**config.mk**
```make
export PLATFORM = sky130hd
export DESIGN_NAME = ptfd_mulq
export DESIGN_NICKNAME = d
export VERILOG_FILES = /design/src/rtl/assert_macros.svh /design/src/rtl/ptfd_pkg.sv /design/src/rtl/ptfd_mulq.sv
export SDC_FILE = /design/constraint.sdc
export NUM_CORES = 2
export LEC_CHECK = 0
export BUFFER_PORTS_ARGS = -buffer_cell sky130_fd_sc_hd__buf_2
export CAP_MARGIN = 40
export CELL_PAD_IN_SITES_DETAIL_PLACEMENT = 1
export CELL_PAD_IN_SITES_GLOBAL_PLACEMENT = 2
export CORE_MARGIN = 4
export CORE_UTILIZATION = 42
export DETAILED_ROUTE_END_ITERATION = 7
export PLACE_DENSITY = 0.85
export SLEW_MARGIN = 20
export SYNTH_ARGS = -nofsm -noshare
export SYNTH_HDL_FRONTEND = slang
export SYNTH_SLANG_ARGS = --single-unit
```
**constraint.sdc**
```tcl
create_clock -name vclk -period 27.3
set_clock_uncertainty 0.15 [all_clocks]
set_input_delay 5.46 -clock vclk [all_inputs]
set_output_delay 5.46 -clock vclk [all_outputs]
set_load 0.02 [all_outputs]
```
**src/rtl/assert_macros.svh**
```systemverilog
// Assertion macros used by the top-level RTL file of the PID block.
`ifndef ASSERT_MACROS_SVH
`define ASSERT_MACROS_SVH

// Check that a property holds at every rising edge of clk outside reset.
`define PTFD_ASSERT(lbl, prop, msg) \
    lbl: assert property (@(posedge clk) disable iff (!rst_n) (prop)) \
        else $error(msg);

// Check that a condition never holds at a rising edge of clk outside reset.
`define PTFD_NEVER(lbl, cond, msg) \
    lbl: assert property (@(posedge clk) disable iff (!rst_n) !(cond)) \
        else $error(msg);

`endif

```
**src/rtl/ptfd_pkg.sv**
```systemverilog
// Shared constants and types of the Tustin-filtered PID block.
`default_nettype none

package ptfd_pkg;

    // Coefficient register widths (unsigned Q15.16 gains and the signed filter pole)
    localparam int COEF_W    = 31;
    localparam int POLE_W    = 18;
    localparam int CFG_IDX_W = 2;

    // Scaled products are clamped to +-2^56; one extra step below that on
    // the negative side needs a 58-bit signed carrier
    localparam int WIDE_LIMIT_LOG2 = 56;
    localparam int WIDE_W          = 58;

    // Reset values of the coefficient registers
    localparam logic [COEF_W-1:0]        PROP_GAIN_RST  = 31'd78643;
    localparam logic [COEF_W-1:0]        INTEG_COEF_RST = 31'd0;
    localparam logic [COEF_W-1:0]        DERIV_COEF_RST = 31'd2506690;
    localparam logic signed [POLE_W-1:0] DERIV_POLE_RST = 18'sd34203;

    typedef enum logic [CFG_IDX_W-1:0] {
        REG_PROP_GAIN  = 2'd0,
        REG_INTEG_COEF = 2'd1,
        REG_DERIV_COEF = 2'd2,
        REG_DERIV_POLE = 2'd3
    } cfg_reg_t;

endpackage

`default_nettype wire

```
**src/rtl/ptfd_mulq.sv**
```systemverilog
// Signed fixed-point multiply, floored to the fraction grid, clamped to +-2^56.
`default_nettype none

module ptfd_mulq
    import ptfd_pkg::*;
#(
    parameter int A_W       = 33,
    parameter int C_W       = 32,
    parameter int FRAC_BITS = 16
)
(
    input  wire logic signed [A_W-1:0]    a,
    input  wire logic signed [C_W-1:0]    c,
    output logic signed [WIDE_W-1:0]      q
);

    localparam int P_W = A_W + C_W;
    localparam int M_W = (P_W > WIDE_W + 2) ? P_W : WIDE_W + 2;
    localparam logic [M_W-1:0] LIMIT = M_W'(1) << WIDE_LIMIT_LOG2;

    logic signed [P_W-1:0] prod;
    logic [P_W-1:0]        mag;
    logic [M_W-1:0]        quo;
    logic                  neg;
    logic                  rem_nz;
    logic                  clamp;
    logic [WIDE_W-1:0]     r_mag;

    assign prod   = a * c;
    assign neg    = prod[P_W-1];
    assign mag    = neg ? P_W'(-prod) : P_W'(prod);
    assign quo    = M_W'(mag) >> FRAC_BITS;
    assign rem_nz = |mag[FRAC_BITS-1:0];
    assign clamp  = quo > LIMIT;

    // Round the magnitude up for negative products so the signed result is
    // floored; a clamped magnitude takes no rounding step
    always_comb
    begin
        if (clamp)
        begin
            r_mag = LIMIT[WIDE_W-1:0];
        end
        else
        begin
            r_mag = quo[WIDE_W-1:0] + WIDE_W'(neg && rem_nz);
        end
    end

    assign q = signed'(neg ? (~r_mag + WIDE_W'(1)) : r_mag);

endmodule

`default_nettype wire

```
* Word-level counts from Yosys, hierarchy flattened
Cells that the tools add are included.
** Cells by class
- Bitwise gates (word level) :: 1
- Reduce and logical (&&, ||, !) cells :: 2
- Multipliers :: 1
- Muxes and demuxes :: 3
- $lt $le $gt $ge :: 1
- Add/sub/neg operators :: 3
** Operators by type and width (count)
- 58-bit two-way mux :: 2
- 33-bit by 32-bit multiplier with 65-bit output :: 1
- 65-bit two-way mux :: 1
- 65-bit negation :: 1
- 58-bit by 1-bit adder with 58-bit output (second input constant) :: 1
- 58-bit NOT :: 1
- 49-bit by 57-bit > comparator with 1-bit output (second input constant) :: 1
- 49-bit by 1-bit adder with 50-bit output :: 1
- 16-bit OR reduction :: 1
- 1-bit logical AND :: 1
** Word-level totals
- Word-level logic and storage cells :: 11
- Output and inout port bits :: 58
- Flip-flop bits (word level) :: 0
- Bits of input ports :: 65

* Depth between registers and ports, before layout
- Depth after elaboration :: 10
- Gate-level depth with buffers :: 50
- Mapped depth without buffers :: 39

* Least setup slack after synthesis
No wires, ideal clock.
- Kind :: input port to output port
- Start :: input a[32]
- End :: output q[45]
- Stages on the path :: 47
- Setup slack :: 3773 ps
- Required time :: 21690 ps
- Data arrival time :: 17917 ps
- Path buffers :: 10
- Path through :: clkbuf_1 -> nand2_1 -> inv_1 -> fa_1 -> fa_1 -> fa_1 -> inv_1 -> fa_1 -> inv_1 -> fa_1 -> fa_1 -> inv_1 -> fa_1 -> inv_1 -> fa_1 -> ha_1 -> clkbuf_1 -> nand4_1 -> [11 not listed] -> buf_1 -> clkbuf_1 -> nor2_1 -> xnor2_1 -> ha_1 -> ha_1 -> inv_1 -> nor4_2 -> a2bb2oi_2 -> nand3_4 -> nor2_4 -> clkbuf_4 -> nand3_1 -> a211oi_4 -> nand4_2 -> nor2_2 -> a41oi_1 -> xnor2_1
** On the way
- Word-level cells in the longest chain between the ends :: 9
- Elaborated cells between the ends (all ways) :: 11
- Classes of those cells :: add/sub: 3; mul: 1; order compare: 1; mux: 3; bitwise: 1; reduce/logical: 2
** Ends and longest elaborated chain
- start, declared :: RTL line ptfd_mulq.sv:12 : input wire logic signed [A_W-1:0] a,
- 33-bit by 32-bit multiplier with 65-bit output (*) :: RTL line ptfd_mulq.sv:29 : assign prod = a * c;
- branches (longest 7 deep; another with 65-bit negation)
- 58-bit two-way mux (*) :: RTL line ptfd_mulq.sv:50 : assign q = signed'(neg ? (~r_mag + WIDE_W'(1)) : r_mag);
- end, declared :: RTL line ptfd_mulq.sv:14 : output logic signed [WIDE_W-1:0] q
Every way passes the cells marked *.

* Final worst setup path
- Start :: input c[4]
- End :: output q[45]
** On the way
- Word-level cells in the longest chain between the ends :: 10
- Elaborated cells between the ends (all ways) :: 11
- Classes of those cells :: add/sub: 3; mul: 1; order compare: 1; mux: 3; bitwise: 1; reduce/logical: 2
** Ends and longest elaborated chain
- start, declared :: RTL line ptfd_mulq.sv:13 : input wire logic signed [C_W-1:0] c,
- 33-bit by 32-bit multiplier with 65-bit output (*) :: RTL line ptfd_mulq.sv:29
- 65-bit negation :: RTL line ptfd_mulq.sv:31 : assign mag = neg ? P_W'(-prod) : P_W'(prod);
- 65-bit two-way mux :: RTL line ptfd_mulq.sv:31
- 16-bit OR reduction :: RTL line ptfd_mulq.sv:33 : assign rem_nz = |mag[FRAC_BITS-1:0];
- 1-bit logical AND :: RTL line ptfd_mulq.sv:46 : r_mag = quo[WIDE_W-1:0] + WIDE_W'(neg && rem_nz);
- 49-bit by 1-bit adder with 50-bit output :: RTL line ptfd_mulq.sv:46
- 58-bit two-way mux :: RTL line ptfd_mulq.sv:40 : if (clamp)
- 58-bit NOT :: RTL line ptfd_mulq.sv:50
- 58-bit by 1-bit adder with 58-bit output :: RTL line ptfd_mulq.sv:50
- 58-bit two-way mux (*) :: RTL line ptfd_mulq.sv:50
Mark *: on every way between the ends. The rest lies on a longest branch, timed or not.

==> results.tsv <==
metric	value	unit
outcome	finished, final reports clean	
die-area	111000	um2
crit_path_frequent_cell	fa_1	
whs_path_depth	6	
drt_iter0_drc	1811	
syn_avg_cell_area	8.81	um2
netlist_instances	5021	
finalNetCount	6268	
whs	12.12	ns
area_delta_synth_final	3.41	%
n_clock_buffer	0	
finalHoldViolations	0	
cp.required	21.69	ns
antenna_found_initial	3	
cap_viol_max_count	0	
period_minus_slack	24.69	ns
setup_tns	0	ns
min-delay-start	a[0]	
dieWidth	332	um
cts_hold_buffers	0	
first_pass_iters	5	
crit_path_max_incr_delay	1.03	ns
final_util	43.9	%
finalSetupViolCount	0	
seq_cells	0	
start_util	42.5	%
grt_max_degree	58	
synth_warnings	0	
dp_hpwl	113	mm
antenna_left	0	
io-pin-count	123	
rows	118	
synth_nets	6388	
fmaxAchievable	40.5	MHz
cp_max_fo	50	
drive_above_1_share	5.33	%
maxSlewHeadroom	39.1	%
coreArea	104000	um2
hold_path_end	q[0]	
drcViolationCount	0	
post-cts-setup-buffer-count	0	
slowest_stage	fa_1	
routabilityCongestion	0.873	
tightest_slew	0.908	ns
rsz0062_at_grt	false	
ys_seq_area_share	0	%
critPathArrivalTime	19.08	ns
cp-end-kind	primary output	
drv_slew	0	
cp_top_family	adder cells	
grt_pass1_vias	40170	
grt-ovfl-total	0	
syn-cell-area	44200	um2
fin_crit_sh	90.4	%
synth_cell_types	125	
path_buf_inv	7	
vias	34741	
seq_area	0	um2
critPathKind	in -> out	
vias_per_cell	5.53	
track_usage	24.6	%
wl_per_cell	21.3	um
min_path_type	in -> out	
totalWireLength	134	mm
die_h	332	um
grt_pass1_wl	221	mm
port_buffers	123	
cts_resized	0	
start_kind	input pin	
==> cells by family (layout without fill, tap and decap cells) <==
group                    after synthesis  count (layout)  share of synthesized area (%)
AND/OR/NAND/NOR                     1723            1723                           20.4
adder cells (fa/ha/maj)             1302            1302                           55.7
buffers and inverters               1240            1118                           10.8
AO/OA/AOI/OAI                        559             559                           9.01
XOR/XNOR                             180             180                           3.63
multiplexers                          17              17                          0.407
other                                  0               2                              0
==> worst min-delay path, stage by stage <==
cell and delay [ns]:
buf_2 0.08, buf_4 0.40, a2111oi_0 0.24, a31oi_1 0.18, ha_1 0.24, buf_2 0.20
==> layer usage <==
layer	vias to the layer above	global-route usage (%)	share of wire, %
li1	15233	-	-
met5	-	0	0.0097
met1	18734	31.6	42
met4	2	4.99	2.4
met2	594	46.4	53
met3	178	0.908	2.5
==> layout make-up <==
| type | instances | area, um2 |
|---|---|---|
| Inverter | 966 | 3630 |
| Timing Repair Buffer | 152 | 916 |
| Fill cell | 12255 | 58400 |
| Antenna cell | 2 | 5.00 |
| Tap cell | 1380 | 1730 |
| Multi-Input combinational cell | 3781 | 39500 |
==> stage by stage <==
step | cells | setup slack [ns] | area, um2
after global routing | 6280 | 1.68 | 45700
after CTS | 6267 | 2.66 | 45600
after global placement | 6263 | 3.34 | 45500
after detailed placement | 6267 | 2.76 | 45600
final | 6281 | 2.61 | 45700
after floorplan | 5021 | 3.77 | 44200
==> Yosys cell counts (22+ instances only) <==
library cell,instances,area (um2)
fa_1,1112,22300
inv_1,966,3630
nand2_1,650,2440
and2_1,541,3380
clkbuf_1,225,845
ha_1,190,2380
nor2_1,149,559
xnor2_1,126,1100
a21oi_1,117,586
o21ai_0,83,415
nor3_1,57,285
nand4_1,55,344
nand3_1,54,270
xor2_1,50,438
o211ai_1,41,308
a31oi_1,37,231
a211oi_1,30,225
and3_1,30,188
a21o_1,28,210
nor4_1,27,169
buf_2,26,130
or3_1,24,150
o21a_1,22,165
==> cells in the final DEF (no fill, tap or decap), drive strengths merged, types with 12 or more instances in the layout <==
cell type,synthesis,final
fa,1112,1112
nand4,58,58
o211ai,42,42
xor2,50,50
ha,190,190
a21o,30,30
nor3,65,65
a31oi,37,37
buf,47,151
inv,966,966
mux2i,12,12
xnor2,130,130
a41oi,19,19
and4,19,19
or3,26,26
nand2b,20,20
o21ai,101,101
o21bai,13,13
a211oi,38,38
nand2,651,651
nor4,37,37
and2,544,544
or2,20,20
o21a,23,23
a21oi,122,122
nand3,57,57
nor2,153,153
and3,30,30
==> worst max-delay path by stage <==
stage | from | endpoint | depth (start not counted)
6_report | c[4] | q[45] | 38
5_1_grt | c[4] | q[47] | 38
4_1_cts | c[4] | q[45] | 38
3_5_place_dp | c[4] | q[47] | 38
3_3_place_gp | c[4] | q[45] | 38
2_1_floorplan | a[32] | q[45] | 47
